### config.mk
export PLATFORM = sky130hd
export DESIGN_NAME = ring_buffer_space_manager_unit
export DESIGN_NICKNAME = d
export VERILOG_FILES = /design/src/rtl/rbsm_pkg.sv /design/src/rtl/ring_buffer_space_manager_unit.sv /design/src/rtl/rbsm_ptr_unit.sv /design/src/rtl/rbsm_rsp_reg.sv
export SDC_FILE = /design/constraint.sdc
export NUM_CORES = 1
export LEC_CHECK = 0
export BUFFER_PORTS_ARGS = -buffer_cell sky130_fd_sc_hd__buf_2
export CAP_MARGIN = 20
export CORE_ASPECT_RATIO = 1.5
export CORE_UTILIZATION = 30
export CTS_CLUSTER_SIZE = 8
export DETAILED_ROUTE_END_ITERATION = 8
export HOLD_SLACK_MARGIN = 0.03
export SLEW_MARGIN = 20
export SYNTH_ARGS = -nofsm -noshare
export SYNTH_HDL_FRONTEND = slang
export SYNTH_SLANG_ARGS = --single-unit
### constraint.sdc
create_clock -name clock -period 11.7 [get_ports clock]
set_input_delay 1.17 -clock clock [delete_from_list [all_inputs] [get_ports clock]]
set_output_delay 1.17 -clock clock [all_outputs]
set_load 0.1 [all_outputs]
### src/rtl/rbsm_pkg.sv
// Shared types and constants for the ring buffer space manager.
`default_nettype none

package rbsm_pkg;

   localparam int CMD_W    = 3;
   localparam int SIZE_W   = 17;
   localparam int IDX_W    = 17;
   localparam int OFF_W    = 16;
   localparam int ST_W     = 3;
   localparam int LOG2_W   = 5;

   localparam int MAX_CAPACITY_LOG2_DEF = 16;
   localparam logic [LOG2_W-1:0] CAP_LOG2_RESET = LOG2_W'(16);
   localparam logic [LOG2_W-1:0] CAP_LOG2_MIN   = LOG2_W'(2);

   typedef enum logic [CMD_W-1:0] {
      CMD_RESERVE    = 3'd0,
      CMD_COMMIT     = 3'd1,
      CMD_WRITE      = 3'd2,
      CMD_READ_BEGIN = 3'd3,
      CMD_READ_END   = 3'd4,
      CMD_CONSUME    = 3'd5
   } cmd_type;

   typedef enum logic [ST_W-1:0] {
      ST_OK           = 3'd0,
      ST_BAD_SIZE     = 3'd1,
      ST_FULL         = 3'd2,
      ST_EMPTY        = 3'd3,
      ST_TOO_LARGE    = 3'd4,
      ST_OUT_OF_ORDER = 3'd5
   } status_type;

   typedef struct packed {
      logic [CMD_W-1:0]  command;
      logic [SIZE_W-1:0] size;
      logic [IDX_W-1:0]  reserve_index;
   } req_type;

   typedef struct packed {
      status_type        status;
      logic [IDX_W-1:0]  start_index;
      logic [OFF_W-1:0]  data_offset;
      logic [OFF_W-1:0]  padding_offset;
      logic [SIZE_W-1:0] padding_size;
      logic [SIZE_W-1:0] chunk_size;
   } rsp_type;

endpackage

`default_nettype wire

### src/rtl/ring_buffer_space_manager_unit.sv
// Top level of the reserve/commit ring buffer space manager.
//
// Pointer bookkeeping for a power-of-two byte ring; the bytes themselves live in an
// external memory. A command is taken on any clock edge with start high (busy never
// rises), so one command per cycle is sustained. The edge that takes a command captures
// it; the next edge updates the pointers and registers the result, which then sits on the
// rsp_ ports with rsp_valid high for one cycle. The receiver cannot stall. Pointers are
// MAX_CAPACITY_LOG2+1 bits and free-running; csr_capacity_log2 is clamped to
// 2..MAX_CAPACITY_LOG2 and should only be changed with no command in flight (csr_ready is
// low while one is being processed).
`default_nettype none

module ring_buffer_space_manager_unit #(
   parameter int MAX_CAPACITY_LOG2 = rbsm_pkg::MAX_CAPACITY_LOG2_DEF
) (
   input  wire logic                        clock,
   input  wire logic                        reset,
   input  wire logic                        start,
   output logic                             busy,
   input  wire logic [rbsm_pkg::CMD_W-1:0]  req_command,
   input  wire logic [rbsm_pkg::SIZE_W-1:0] req_size,
   input  wire logic [rbsm_pkg::IDX_W-1:0]  req_reserve_index,
   output logic                             rsp_valid,
   output logic [rbsm_pkg::ST_W-1:0]        rsp_status,
   output logic [rbsm_pkg::IDX_W-1:0]       rsp_start_index,
   output logic [rbsm_pkg::OFF_W-1:0]       rsp_data_offset,
   output logic [rbsm_pkg::OFF_W-1:0]       rsp_padding_offset,
   output logic [rbsm_pkg::SIZE_W-1:0]      rsp_padding_size,
   output logic [rbsm_pkg::SIZE_W-1:0]      rsp_chunk_size,
   input  wire logic                        csr_valid,
   output logic                             csr_ready,
   input  wire logic [rbsm_pkg::LOG2_W-1:0] csr_capacity_log2
);

   logic                        req_valid_ff;
   rbsm_pkg::req_type           req_ff, req_in;
   logic [rbsm_pkg::LOG2_W-1:0] cap_log2_ff;
   rbsm_pkg::rsp_type           step_rsp, out_rsp;

   assign busy      = 1'b0;
   assign csr_ready = ~req_valid_ff;

   assign req_in.command       = req_command;
   assign req_in.size          = req_size;
   assign req_in.reserve_index = req_reserve_index;

   always_ff @(posedge clock) begin
      if (reset) begin
         req_valid_ff <= 1'b0;
         cap_log2_ff  <= rbsm_pkg::CAP_LOG2_RESET;
      end else begin
         req_valid_ff <= start;
         if (csr_valid && csr_ready) begin
            cap_log2_ff <= csr_capacity_log2;
         end
      end
   end

   always_ff @(posedge clock) begin
      if (start) begin
         req_ff <= req_in;
      end
   end

   rbsm_ptr_unit #(
      .MAX_CAPACITY_LOG2(MAX_CAPACITY_LOG2)
   ) u_ptr (
      .clock    (clock),
      .reset    (reset),
      .req_valid(req_valid_ff),
      .req      (req_ff),
      .cap_log2 (cap_log2_ff),
      .rsp      (step_rsp)
   );

   rbsm_rsp_reg u_rsp (
      .clock    (clock),
      .reset    (reset),
      .in_valid (req_valid_ff),
      .in_rsp   (step_rsp),
      .rsp_valid(rsp_valid),
      .rsp      (out_rsp)
   );

   assign rsp_status         = out_rsp.status;
   assign rsp_start_index    = out_rsp.start_index;
   assign rsp_data_offset    = out_rsp.data_offset;
   assign rsp_padding_offset = out_rsp.padding_offset;
   assign rsp_padding_size   = out_rsp.padding_size;
   assign rsp_chunk_size     = out_rsp.chunk_size;

endmodule

`default_nettype wire

### src/rtl/rbsm_ptr_unit.sv
// Reserve, commit and read pointers with the per-command checks and updates.
`default_nettype none

module rbsm_ptr_unit #(
   parameter int MAX_CAPACITY_LOG2 = rbsm_pkg::MAX_CAPACITY_LOG2_DEF
) (
   input  wire logic                        clock,
   input  wire logic                        reset,
   input  wire logic                        req_valid,
   input  wire rbsm_pkg::req_type           req,
   input  wire logic [rbsm_pkg::LOG2_W-1:0] cap_log2,
   output rbsm_pkg::rsp_type                rsp
);

   localparam int PW = MAX_CAPACITY_LOG2 + 1;
   localparam int EW = ((PW > rbsm_pkg::SIZE_W) ? PW : rbsm_pkg::SIZE_W) + 2;

   logic [PW-1:0] reserve_ptr_ff, reserve_ptr_in;
   logic [PW-1:0] committed_ptr_ff, committed_ptr_in;
   logic [PW-1:0] read_ptr_ff, read_ptr_in;

   logic [rbsm_pkg::LOG2_W-1:0] lg;
   logic [EW-1:0] cap_e, cmask, size_e;
   logic [EW-1:0] res_off, res_space, rsz, wr_used, wr_chunk;
   logic [EW-1:0] rd_off, rd_space, held, rd_chunk;
   logic          bad, wrap, res_full, wr_full;
   logic [PW-1:0] ridx, size_p;

   always_comb begin
      if (cap_log2 < rbsm_pkg::CAP_LOG2_MIN) begin
         lg = rbsm_pkg::CAP_LOG2_MIN;
      end else if (cap_log2 > rbsm_pkg::LOG2_W'(MAX_CAPACITY_LOG2)) begin
         lg = rbsm_pkg::LOG2_W'(MAX_CAPACITY_LOG2);
      end else begin
         lg = cap_log2;
      end
   end

   assign cap_e  = EW'(1) << lg;
   assign cmask  = cap_e - EW'(1);
   assign size_e = EW'(req.size);
   assign bad    = (req.size == '0) || (size_e > cap_e);

   // writer side: a reservation that does not fit before the ring end pads it out
   assign res_off   = EW'(reserve_ptr_ff) & cmask;
   assign res_space = cap_e - res_off;
   assign wrap      = size_e > res_space;
   assign rsz       = wrap ? (size_e + res_space) : size_e;
   assign wr_used   = EW'(PW'(reserve_ptr_ff - read_ptr_ff));
   assign res_full  = (wr_used + rsz) > cap_e;
   assign wr_full   = (wr_used + size_e) > cap_e;
   assign wr_chunk  = (size_e <= res_space) ? size_e : res_space;

   // reader side
   assign rd_off   = EW'(read_ptr_ff) & cmask;
   assign rd_space = cap_e - rd_off;
   assign held     = EW'(PW'(committed_ptr_ff - read_ptr_ff));
   assign rd_chunk = (size_e <= rd_space) ? size_e : rd_space;

   assign ridx   = PW'(req.reserve_index);
   assign size_p = PW'(req.size);

   always_comb begin
      reserve_ptr_in     = reserve_ptr_ff;
      committed_ptr_in   = committed_ptr_ff;
      read_ptr_in        = read_ptr_ff;
      rsp.status         = rbsm_pkg::ST_OK;
      rsp.start_index    = '0;
      rsp.data_offset    = '0;
      rsp.padding_offset = '0;
      rsp.padding_size   = '0;
      rsp.chunk_size     = '0;
      case (rbsm_pkg::cmd_type'(req.command))
         rbsm_pkg::CMD_RESERVE: begin
            rsp.start_index = rbsm_pkg::IDX_W'(reserve_ptr_ff);
            if (bad) begin
               rsp.status = rbsm_pkg::ST_BAD_SIZE;
            end else if (res_full) begin
               rsp.status = rbsm_pkg::ST_FULL;
            end else begin
               reserve_ptr_in = PW'(EW'(reserve_ptr_ff) + rsz);
               rsp.chunk_size = req.size;
               if (wrap) begin
                  rsp.padding_offset = rbsm_pkg::OFF_W'(res_off);
                  rsp.padding_size   = rbsm_pkg::SIZE_W'(res_space);
               end else begin
                  rsp.data_offset = rbsm_pkg::OFF_W'(res_off);
               end
            end
         end
         rbsm_pkg::CMD_COMMIT: begin
            rsp.start_index = rbsm_pkg::IDX_W'(committed_ptr_ff);
            if (ridx != committed_ptr_ff) begin
               rsp.status = rbsm_pkg::ST_OUT_OF_ORDER;
            end else begin
               committed_ptr_in = ridx + size_p;
            end
         end
         rbsm_pkg::CMD_WRITE: begin
            rsp.start_index = rbsm_pkg::IDX_W'(reserve_ptr_ff);
            if (bad) begin
               rsp.status = rbsm_pkg::ST_BAD_SIZE;
            end else if (wr_full) begin
               rsp.status = rbsm_pkg::ST_FULL;
            end else if (committed_ptr_ff != reserve_ptr_ff) begin
               rsp.status = rbsm_pkg::ST_OUT_OF_ORDER;
            end else begin
               reserve_ptr_in   = reserve_ptr_ff + size_p;
               committed_ptr_in = reserve_ptr_ff + size_p;
               rsp.data_offset  = rbsm_pkg::OFF_W'(res_off);
               rsp.chunk_size   = rbsm_pkg::SIZE_W'(wr_chunk);
            end
         end
         rbsm_pkg::CMD_READ_BEGIN: begin
            rsp.start_index = rbsm_pkg::IDX_W'(read_ptr_ff);
            if (bad) begin
               rsp.status = rbsm_pkg::ST_BAD_SIZE;
            end else if (committed_ptr_ff == read_ptr_ff) begin
               rsp.status = rbsm_pkg::ST_EMPTY;
            end else if (held < size_e) begin
               rsp.status = rbsm_pkg::ST_TOO_LARGE;
            end else begin
               rsp.data_offset = rbsm_pkg::OFF_W'(rd_off);
               rsp.chunk_size  = rbsm_pkg::SIZE_W'(rd_chunk);
            end
         end
         rbsm_pkg::CMD_READ_END: begin
            // unchecked advance
            rsp.start_index = rbsm_pkg::IDX_W'(read_ptr_ff);
            read_ptr_in     = read_ptr_ff + size_p;
         end
         rbsm_pkg::CMD_CONSUME: begin
            rsp.start_index = rbsm_pkg::IDX_W'(read_ptr_ff);
            if (bad) begin
               rsp.status = rbsm_pkg::ST_BAD_SIZE;
            end else if (committed_ptr_ff == read_ptr_ff) begin
               rsp.status = rbsm_pkg::ST_EMPTY;
            end else if (held < size_e) begin
               rsp.status = rbsm_pkg::ST_TOO_LARGE;
            end else begin
               read_ptr_in = read_ptr_ff + size_p;
            end
         end
         default: begin
            rsp.status = rbsm_pkg::ST_BAD_SIZE;
         end
      endcase
   end

   always_ff @(posedge clock) begin
      if (reset) begin
         reserve_ptr_ff   <= '0;
         committed_ptr_ff <= '0;
         read_ptr_ff      <= '0;
      end else if (req_valid) begin
         reserve_ptr_ff   <= reserve_ptr_in;
         committed_ptr_ff <= committed_ptr_in;
         read_ptr_ff      <= read_ptr_in;
      end
   end

   a_fail_holds_ptrs: assert property (@(posedge clock) disable iff (reset)
      (req_valid && rsp.status != rbsm_pkg::ST_OK) |=>
      ($stable(reserve_ptr_ff) && $stable(committed_ptr_ff) && $stable(read_ptr_ff)))
      else $error("pointer moved on a failed command");

   a_idle_holds_ptrs: assert property (@(posedge clock) disable iff (reset)
      !req_valid |=>
      ($stable(reserve_ptr_ff) && $stable(committed_ptr_ff) && $stable(read_ptr_ff)))
      else $error("pointer moved with no command");

   a_write_syncs: assert property (@(posedge clock) disable iff (reset)
      (req_valid && req.command == rbsm_pkg::CMD_WRITE && rsp.status == rbsm_pkg::ST_OK)
      |=> (committed_ptr_ff == reserve_ptr_ff))
      else $error("write left committed and reserve pointers apart");

   a_wrap_at_zero: assert property (@(posedge clock) disable iff (reset)
      (req_valid && rsp.status == rbsm_pkg::ST_OK && rsp.padding_size != '0) |->
      (rsp.data_offset == '0 && req.command == rbsm_pkg::CMD_RESERVE))
      else $error("padded region does not restart at offset zero");

endmodule

`default_nettype wire

### src/rtl/rbsm_rsp_reg.sv
// Result register with its one-cycle strobe.
`default_nettype none

module rbsm_rsp_reg (
   input  wire logic              clock,
   input  wire logic              reset,
   input  wire logic              in_valid,
   input  wire rbsm_pkg::rsp_type in_rsp,
   output logic                   rsp_valid,
   output rbsm_pkg::rsp_type      rsp
);

   logic              rsp_valid_ff;
   rbsm_pkg::rsp_type rsp_ff;

   always_ff @(posedge clock) begin
      if (reset) begin
         rsp_valid_ff <= 1'b0;
      end else begin
         rsp_valid_ff <= in_valid;
      end
   end

   always_ff @(posedge clock) begin
      if (in_valid) begin
         rsp_ff <= in_rsp;
      end
   end

   assign rsp_valid = rsp_valid_ff;
   assign rsp       = rsp_ff;

endmodule

`default_nettype wire
### Yosys cells after proc, flatten, opt, wreduce, memory -nomap -nowiden

Cells that the tools add are included.

| operators by class | value |
|---|---|
| shift-type cells | 1 |
| equality and inequality tests | 17 |
| mux-type cells | 46 |
| $add $sub $neg | 12 |
| reduce and logical (&&, ||, !) cells | 14 |
| order comparisons | 9 |
| bitwise logic cells | 5 |

Operators by type and width:

| cell | number |
|---|---|
| $mux 17 | 17 |
| $mux 66 | 2 |
| $mux 16 | 7 |
| $pmux 17 s2 | 3 |
| $pmux 17 s3 | 2 |
| $add 17x17->17 | 4 |
| $pmux 16 s3 | 1 |
| $add 17x19->19 | 2 |
| $and 17x19->19 | 2 |
| $gt 17x19->1 | 2 |
| $gt 19x19->1 | 2 |
| $le 17x19->1 | 2 |
| $sub 19x19->19 | 2 |
| $ne 17x17->1 | 2 |
| $sub 17x17->17 | 2 |
| $mux 33 | 1 |
| $mux 3 | 8 |
| $mux 19 | 1 |
| $shl 1x5->19 const A | 1 |
| $sub 19x1->19 const B | 1 |
| $add 17x17->18 | 1 |
| $ne 2x2->1 const B | 9 |
| $eq 17x17->1 | 1 |
| $logic_not 17->1 | 1 |
| 20 further kinds | 28 |

| storage, ports and cells | value |
|---|---|
| input port bits | 46 |
| flip-flop bits (word level) | 181 |
| output and inout bits | 89 |

### Depth between registers and ports, before layout

Gate-level depths: netlist of run 1.

| logic depth | value |
|---|---|
| depth after elaboration | 14 |
| gate-level depth with buffers | 55 |

### Modules after synthesis

Synthesis of run 1 repeated with hierarchy kept, for this count alone.

| second synthesis, totals | value |
|---|---|
| cells, all modules | 2,181 |
| area, all modules | 18,441.4 um2 |

Modules (own cells, without submodules):

| module | times used | cells each | sequential area each (um2) | area each (um2) |
|---|---|---|---|---|
| rbsm_ptr_unit | 1 | 2,029 | 1,021.0 | 14,445.1 |
| rbsm_rsp_reg | 1 | 88 | 2,602.5 | 2,616.3 |
| ring_buffer_space_manager_unit | 1 | 64 | 1,231.2 | 1,380.1 |

### Worst setup path after synthesis of run 1

OpenSTA, ideal clock, no wires.

| timing path | value |
|---|---|
| path type | reg-to-reg |
| from | register cap_log2_ff[3] in the netlist's numbering |
| to | register u_ptr.reserve_ptr_ff[1] |
| cell stages (with the launch flop) | 50 |
| clock period less this slack | 10,409 ps |
| data arrival time | 10,275 ps |
| path slack | 1,291 ps |
| path buffers | 5 |
| setup time | 134 ps |
| path through | dfxtp_1 buf_6 buf_6 nor2_1 nand3_1 xnor2_1 nand2_1 ha_1 nor2b_1 a221o_1 a221o_1 o31a_1 a311oi_1 xnor2_1 inv_1 ha_1 nor2b_1 o21ai_0 (+14 left out) nor2b_1 o21a_1 o31a_1 o41ai_1 o21ai_0 a211oi_1 nor3_1 ha_1 a21o_1 a21o_1 a2111oi_0 a31oi_1 mux2_2 or3_1 clkbuf_1 clkbuf_1 a211oi_1 a211oi_1 |

| between the ends | value |
|---|---|
| cells in the longest elaborated chain, start to end | 13 |
| elaborated cells between the ends (all ways) | 25 |
| those cells by class | add/sub (5); order compare (6); eq/ne (4); shift (1); mux (6); bitwise (1); reduce/logical (2) |

RTL lines:

| item | line | text |
|---|---|---|
| start, declared | ring_buffer_space_manager_unit.sv:37 | `logic [rbsm_pkg::LOG2_W-1:0] cap_log2_ff;` |
| start signal, assigned | ring_buffer_space_manager_unit.sv:50 | `cap_log2_ff <= rbsm_pkg::CAP_LOG2_RESET;` |
| start signal, assigned | ring_buffer_space_manager_unit.sv:54 | `cap_log2_ff <= csr_capacity_log2;` |
| $gt 5x5->1 | rbsm_ptr_unit.sv:32 | `end else if (cap_log2 > rbsm_pkg::LOG2_W'(MAX_CAPACITY_LOG2)) begin` |
| $mux 5 | rbsm_ptr_unit.sv:32 |  |
| $mux 5 (*) | rbsm_ptr_unit.sv:30 | `if (cap_log2 < rbsm_pkg::CAP_LOG2_MIN) begin` |
| $shl 1x5->19 (*) | rbsm_ptr_unit.sv:39 | `assign cap_e = EW'(1) << lg;` |
| $sub 19x1->19 | rbsm_ptr_unit.sv:40 | `assign cmask = cap_e - EW'(1);` |
| $and 17x19->19 | rbsm_ptr_unit.sv:45 | `assign res_off = EW'(reserve_ptr_ff) & cmask;` |
| $sub 19x19->19 (*) | rbsm_ptr_unit.sv:46 | `assign res_space = cap_e - res_off;` |
| via u_ptr.res_space[12] | rbsm_ptr_unit.sv:24 | `logic [EW-1:0] res_off, res_space, rsz, wr_used, wr_chunk;` |
| $add 17x19->19 or $gt 17x19->1 (tied branches) | rbsm_ptr_unit.sv:48, rbsm_ptr_unit.sv:47 |  |
| $mux 19 (*) | rbsm_ptr_unit.sv:48 | `assign rsz = wrap ? (size_e + res_space) : size_e;` |
| $add 17x19->19 or $add 17x17->17 (tied branches) | rbsm_ptr_unit.sv:50, rbsm_ptr_unit.sv:81 |  |
| $gt 19x19->1 or $mux 17 (tied branches) | rbsm_ptr_unit.sv:50, rbsm_ptr_unit.sv:78 |  |
| $ne 2x2->1 (no source line) or $mux 17 (tied branches) | n/a |  |
| $reduce_and 7->1 (no source line) or $pmux 17 s2 (tied branches) | n/a |  |
| end signal, assigned | rbsm_ptr_unit.sv:156 | `reserve_ptr_ff <= reserve_ptr_in;` |
| end, declared | rbsm_ptr_unit.sv:18 | `logic [PW-1:0] reserve_ptr_ff, reserve_ptr_in;` |

Mark *: on every way through the listed nets, which the timed path passes. The rest lies on a longest branch. The select of a mux whose other input is x is not followed.
A chain may end at the register's enable or synchronous reset.

### Worst setup path after layout of run 1

| timing path | value |
|---|---|
| from | register cap_log2_ff[0] in the netlist's numbering |
| to | register u_rsp.rsp_ff (netlist bit u_rsp.rsp[48]), data pin |

| between the ends | value |
|---|---|
| cells in the longest elaborated chain, start to end | 12 |
| elaborated cells between the ends (all ways) | 17 |
| those cells by class | add/sub (4); order compare (5); shift (1); mux (3); bitwise (2); reduce/logical (2) |

RTL lines:

| item | line | text |
|---|---|---|
| $gt 5x5->1 | rbsm_ptr_unit.sv:32 |  |
| $mux 5 | rbsm_ptr_unit.sv:32 |  |
| $mux 5 (*) | rbsm_ptr_unit.sv:30 |  |
| $shl 1x5->19 (*) | rbsm_ptr_unit.sv:39 |  |
| $sub 19x1->19 | rbsm_ptr_unit.sv:40 |  |
| $and 17x19->19 | rbsm_ptr_unit.sv:45 |  |
| $sub 19x19->19 (*) | rbsm_ptr_unit.sv:46 |  |
| via u_ptr.res_space[14] | rbsm_ptr_unit.sv:24 |  |
| $add 17x19->19 or $gt 17x19->1 (tied branches) | rbsm_ptr_unit.sv:48, rbsm_ptr_unit.sv:47 |  |
| $mux 19 | rbsm_ptr_unit.sv:48 |  |
| $add 17x19->19 | rbsm_ptr_unit.sv:50 | `assign res_full = (wr_used + rsz) > cap_e;` |
| $gt 19x19->1 | rbsm_ptr_unit.sv:50 |  |
| $reduce_or 4->1 (no source line) (*) | n/a |  |
| end signal, assigned | rbsm_rsp_reg.sv:26 | `rsp_ff <= in_rsp;` |
| end, declared | rbsm_rsp_reg.sv:14 | `rbsm_pkg::rsp_type rsp_ff;` |

Mark *: on every way through the listed nets, which the timed path passes. The rest lies on a longest branch.

==> results.md, run 1 <==
* Run status: finished clean
* RSZ-0062 raised after global routing: no
* Type of the worst setup path: reg2reg
* Fin worst setup slack at ~710 ps
* Worst-Margin Slew at between 1000 and 1500 ps
* Initial antenna violation count at 0
* Most frequently used flop master after synthesis: edfxtp_1
* Total global routing overflow at 0
* Setup TNS at 0 ps
* Hpwl dp at between 60000 and 70000 um
* Standard-cell rows at 110
* Post-synthesis async set-or-reset flop share at 0
* CP top delay family: compound AO/OA/AOI/OAI gates
* Max clock buf depth at 2
* CP required at around 12000 ps
* Mux cell area share after synthesis at 0.00774
* Non-Filler Instances at about 3100
* DR vias/cell at ~5.7
* Final WL at about 80000 um
* P&R area growth vs syn at 13.4%
* Placed Area at 0.0201 sq mm
* Crit-path max FO at 27
* Synth top area share at 0.202
* Design area at 0.0207 sq mm
* Nets at roughly 2600
* Ant diodes at 0
* Yosys warning count at 0
* Xor and xnor area share after synthesis at 0.0882
* Die area at between 0.06 and 0.07 sq mm
* Synth Instances at around 2200
* DIE WIDTH at roughly 200 um
* Root Buffer: clkbuf_16
* Slew margin rel. at 0.243
* Vias at 17732
* Final Cycle Share at 0.940
* Post-route DRC violation count at 0
* Area leader, netlist: edfxtp_1
* Largest net degree at the start of global routing at 60
* Initial core utilization at 0.304
* Max Cap Viol at 0
* ANT nets after route at 0
* Synth cell types at 92
* Sequential Area at a little under 0.005 sq mm
* Number of global-route vias before repair at 17480
* Commonest cells after routing, fill and taps aside: ha_1 (261), nor2_1 (233), nand2_1 (173), a21oi_1 (168), buf_2 (133)
* # hold bufs at CTS at 0
* Flip-flop and latch count after synthesis at about 180
* Clock transition at path regs at around 80 ps
* Post-Syn Area at approximately 0.018 sq mm
* Share of the yosys chip area belonging to registers at 0.266
* Critical path's largest stage delay at 470 ps
* Sink Count at between 150 and 200
* Placed Cells at roughly 3000
* Min Clock Period, post-route at between 10000 and 15000 ps
* # setup viols final at 0
* DRT iter0 DRCs at roughly 1400
* Skew-Pair Late Insertion Delay at about 480 ps
* Layout cells sized above 1 at 0.118
* Area of the multi-input gates at about 0.013 sq mm
* First-pass GRT wire length at about 110000 um
* DRT Pass-1 Iters at 6
* Mean area per synthesized cell at 8.43 sq um
* Max Clock Skew at around 25 ps
* Compound-Gate Fraction of Synth Area at 0.222
* Simple-gate area share of the yosys netlist at 0.180
* Gpl congestion at around 1
* Commonest non-fill, non-tap cell in the layout: ha_1
* CORE AREA at roughly 0.06 sq mm
* Slowest CP cell: a2111oi_1
* Avg WL per Cell at roughly 25 um
* CP Launch Type: flip-flop
* Die height at around 300 um
* Adder-Cell Fraction of Synth Area at 0.189
* Main area contributors after synthesis: edfxtp_1 (20%), ha_1 (18%), dfxtp_1 (6.4%), xnor2_1 (6.0%), nor2_1 (4.8%)
* CTS tree: done
* Final hold violations at 0
* Max Freq at approximately 0.09 GHz
* Main combinational cell family by area after synthesis: compound AO/OA/AOI/OAI gates
* Input/output buffers at about 130
* Total CTS buffers at 17
* Data arrival, critical path at 11290 ps
* All-Layer GR Usage at 0.249
* Boundary Pins at between 100 and 150
* HP Class: reg2reg
* Post-Place Worst Slack at 379 ps
* EDFF count, synth at 123
* CP Buf/Inv Count at 3
* Final Max Tran Viols at 0
* Fillcell total at 6214
* H-tree Lvls at 4
* Worst Setup End Kind: flip-flop
routing by layer:
layer  up-vias  share of wire  track usage
met5         -              0            0
met4         0          0.086        0.195
met3       255          0.055       0.0406
met2       714           0.49        0.432
met1      8560           0.37        0.267
li1       8203              -            -
per-stage QoR:
step / hold slack, ps / utilization
2_1_floorplan: 524 / -
3_3_place_gp: 533 / 0.334
3_5_place_dp: 581 / 0.334
4_1_cts: 592 / 0.344
5_1_grt: 618 / 0.344
6_report: 587 / 0.344
area by class of cell:
class	count	area share
clock buffers	18	0.0207
clock inverters	14	0.00773
inverters	130	0.0236
multi-input cells	1788	0.609
flip-flops and latches	181	0.235
well taps	784	0.0473
repair buffers	201	0.0568
worst paths after layout:
| check | slack (ps) | to | depth (start not counted) | startpoint |
|---|---|---|---|---|
| worst max register to register | 710 | u_rsp.rsp[48] | 44 | cap_log2_ff[0] |
| worst min register to register | 590 | u_ptr.committed_ptr_ff[0] | 2 | u_ptr.committed_ptr_ff[0] |
| worst min-delay path | 590 | u_ptr.committed_ptr_ff[0] | 2 | u_ptr.committed_ptr_ff[0] |
| worst max-delay path | 710 | u_rsp.rsp[48] | 44 | cap_log2_ff[0] |
cell families (layout without fill, tap and decap cells):
family | Yosys count | after routing
adder cells (fa/ha/maj) | 270 | 270
AO/OA/AOI/OAI | 613 | 613
buffers and inverters | 209 | 363
multiplexers | 14 | 14
AND/OR/NAND/NOR | 695 | 695
XOR/XNOR | 184 | 184
other | 2 | 12
flip-flops | 181 | 181
tightest hold or removal path, delay by kind of cell (launching register included):
family	cells	cell delay, ps
compound gates	1	50
simple gates	1	120
flops	1	370
registers in the layout, indices dropped and copies added, names as in the netlist:
register and count:
u_rsp.rsp 86, req_ff 37, u_ptr.committed_ptr_ff 17, u_ptr.read_ptr_ff 17, u_ptr.reserve_ptr_ff 17, cap_log2_ff 5
req_valid_ff 1, u_rsp.rsp_valid 1
timing repair:
| action | 4_1_cts | 5_1_grt |
|---|---|---|
| setup endpoints to repair | 0 | 81 |
| setup buffers | 0 | 0 |
| hold endpoints to repair | 0 | 0 |
| resized for setup | 0 | 7 |
Yosys cell counts (13+ instances only):
master,instances
ha_1,261
xnor2_1,126
a21oi_1,170
nand4_1,22
o21ai_0,125
dfxtp_1,58
a221o_1,20
nand3_1,49
nor2b_1,50
nor4_1,13
nand2_1,173
xor2_1,58
nor2_1,233
o21a_1,31
a31oi_1,17
clkbuf_1,60
or3_1,21
a21o_1,47
nand2b_1,22
a211oi_1,30
a22oi_1,13
inv_1,127
mux2i_1,13
a311oi_1,13
nor3_1,49
and3_1,14
edfxtp_1,123
Power of run 1 is not shown: default switching activity piles up to over one toggle a cycle in this logic, so the estimate is an artifact.
==> run 2: changes to the inputs <==
--- a/config.mk
+++ b/config.mk
@@ -5,6 +5,7 @@
 export SDC_FILE = /design/constraint.sdc
 export NUM_CORES = 1
 export LEC_CHECK = 0
+export ABC_AREA = 1
 export BUFFER_PORTS_ARGS = -buffer_cell sky130_fd_sc_hd__buf_2
 export CAP_MARGIN = 20
 export CORE_ASPECT_RATIO = 1.5
==> results.md, run 2 <==
* Input/output buffers at approximately 130
* Final Hold Slack at 527 ps
* Root Buffer: clkbuf_16
* DRT iter0 DRCs at roughly 1600
* Run status: finished clean
* Flip-flop and latch count after synthesis at 181
* Total global routing overflow at 0
* Area leader, netlist: edfxtp_1
* Synth cell types at between 60 and 70
* Vias at ~20000
* Final WL at ~88000 um
* Clock transition at path regs at about 80 ps
* CTS tree: done
* Commonest cells after routing, fill and taps aside: nand2_1 (518), inv_1 (338), ha_1 (261), a21oi_1 (259), nor2_1 (247)
* CORE AREA at around 0.064 sq mm
* Post-Syn Area at ~0.02 sq mm
* Commonest non-fill, non-tap cell in the layout: nand2_1
* Combinational power share at 0.672
* First-pass GRT wire length at 127000 um
* Yosys warning count at 0
* Fillcell total at ~7000
* Design area at ~0.022 sq mm
* Fin worst setup slack at 1020 ps
* Number of global-route vias before repair at slightly below 20000
* Slowest CP cell: nand2_2
* Hpwl dp at a little under 70000 um
* DRT Pass-1 Iters at 6
* Min Clock Period, post-route at roughly 11000 ps
* Total CTS buffers at 17
* Post-synthesis async set-or-reset flop share at 0
* Worst Setup End Kind: flip-flop
* Placed Cells at 3714
* EDFF count, synth at between 100 and 150
* Count leader, synth: nand2_1
* Resize count post-CTS at 0
* Final Cycle Share at 0.913
* Psw at around 2.3 mW
* All-Layer GR Usage at 0.267
* Post-CTS Setup Inserts at 0
* Commonest cells in the netlist: nand2_1 (518), inv_1 (338), ha_1 (261)
* ANT nets after route at 0
* Max Freq at 0.0936 GHz
* Share of the yosys chip area belonging to registers at 0.249
* Sequential power share at 0.179
* Leak pwr at roughly 11 nW
* Post-layout util at 0.341
* Boundary Pins at 135
* # setup viols final at 0
* # hold bufs at CTS at 0
* Adder-Cell Fraction of Synth Area at 0.176
* RSZ-0062 raised after global routing: no
* Synth top area share at 0.189
* Main area contributors after synthesis: edfxtp_1 (19%), ha_1 (17%), nand2_1 (10%), a21oi_1 (6.6%), inv_1 (6.5%)
* CP Buf/Inv Count at 6
* Standard-cell rows at 114
* Initial core utilization at 0.303
* DR vias/cell at 5.33
* Critical path's largest stage delay at about 640 ps
* H-tree Lvls at 4
* Mean area per synthesized cell at 7.20 sq um
* Die area at between 0.06 and 0.07 sq mm
* Slew margin rel. at 0.318
* Max Clock Skew at about 23 ps
* Setup TNS at 0 ps
* Final hold violations at 0
* DIE WIDTH at around 210 um
* Max clock buf depth at 2
* Synth Instances at between 2000 and 3000
* Clk pwr share at 0.149
* Power Internal at 2.01 mW
* Avg WL per Cell at between 20 and 25 um
* Final Max Tran Viols at 0
* Post-route DRC violation count at 0
* Sink Count at around 180
* Die height at ~310 um
* Xor and xnor area share after synthesis at 0.0731
* Gpl congestion at between 1 and 1.5
* Initial antenna violation count at 0
* CP Launch Type: flip-flop
* Crit-path max FO at 33
* Pwr Total at 4.27 mW
* Most frequently used flop master after synthesis: edfxtp_1
* Layout cells sized above 1 at 0.0991
* Type of the worst setup path: reg2reg
* Post-Place Worst Slack at around 1300 ps
* Max Cap Viol at 0
* HP Class: reg2reg
* Simple-gate area share of the yosys netlist at 0.249
* Cell mode on critical path: nand2_1
* Data arrival, critical path at about 11000 ps
* Mux cell area share after synthesis at 0
* Non-Filler Instances at roughly 3700
* Placed Area at ~0.021 sq mm
* CP required at around 12000 ps
* Sw frac at 0.530
* Max FFs per register at 86
* Register-to-register setup slack at 1020 ps
* CP top delay family: simple AND/OR/NAND/NOR gates
* Skew-Pair Late Insertion Delay at approximately 500 ps
* Compound-Gate Fraction of Synth Area at 0.171
* Nets at between 3000 and 4000
* Pwr dens at around 190 mW/mm^2
* Main combinational cell family by area after synthesis: simple AND/OR/NAND/NOR gates
* Peak VDD IR at between 0.0001 and 0.00015 V
* Worst-Margin Slew at between 1000 and 1500 ps
* P&R area growth vs syn at 12.7%
* Largest net degree at the start of global routing at 66
[run 2: logic make-up after synthesis]
family,after synthesis
xor+xnor,163
buf+inv,406
compound gates,589
simple gates,1102
flops,181
other cells,2
fa+ha+maj,270
[run 2: worst paths after layout]
check	depth (start not counted)	start	endpoint
max	54	cap_log2_ff[4]	u_rsp.rsp[32]
max reg2reg	54	cap_log2_ff[4]	u_rsp.rsp[32]
min	2	u_ptr.reserve_ptr_ff[8]	u_ptr.reserve_ptr_ff[8]
min reg2reg	2	u_ptr.reserve_ptr_ff[8]	u_ptr.reserve_ptr_ff[8]
[run 2: final cells by class]
class	count	area, sq um	share of cell area
Antenna cell	1	2.50	0.000114
Sequential cell	181	4860	0.221
Multi-Input combinational cell	2136	13100	0.597
Inverter	354	1330	0.0605
Clock buffer	17	425	0.0193
Tap cell	870	1090	0.0495
Clock inverter	15	204	0.00927
Timing Repair Buffer	173	966	0.0439
[run 2: power groups by stage]
stage / registers, mW / clock network (mW) / logic, mW
floorplan: 0.878 / 0 / 1.93
detailed placement: 0.780 / 0 / 2.80
global placement: 0.780 / 0 / 2.81
global route: 0.769 / 0.663 / 3.18
CTS: 0.765 / 0.645 / 2.81
finish: 0.766 / 0.634 / 2.87
[run 2: worst register-to-register path: cells and delay by family, from the launching register on]
| family | cells | cell delay (ps) |
|---|---|---|
| fa+ha+maj | 5 | 1650 |
| compound gates | 8 | 1930 |
| buf+inv | 6 | 1030 |
| simple gates | 32 | 4590 |
| xor+xnor | 3 | 660 |
| flops | 1 | 510 |
[run 2: layer usage]
metal  track usage  vias to the layer above  part of all wire
met5             0                        -                 0
met4         0.235                        0             0.098
met3        0.0416                      312             0.056
met2         0.465                      821              0.48
met1         0.277                     9295              0.36
li1              -                     9548                 -
Power figures use the tool's default switching activity.
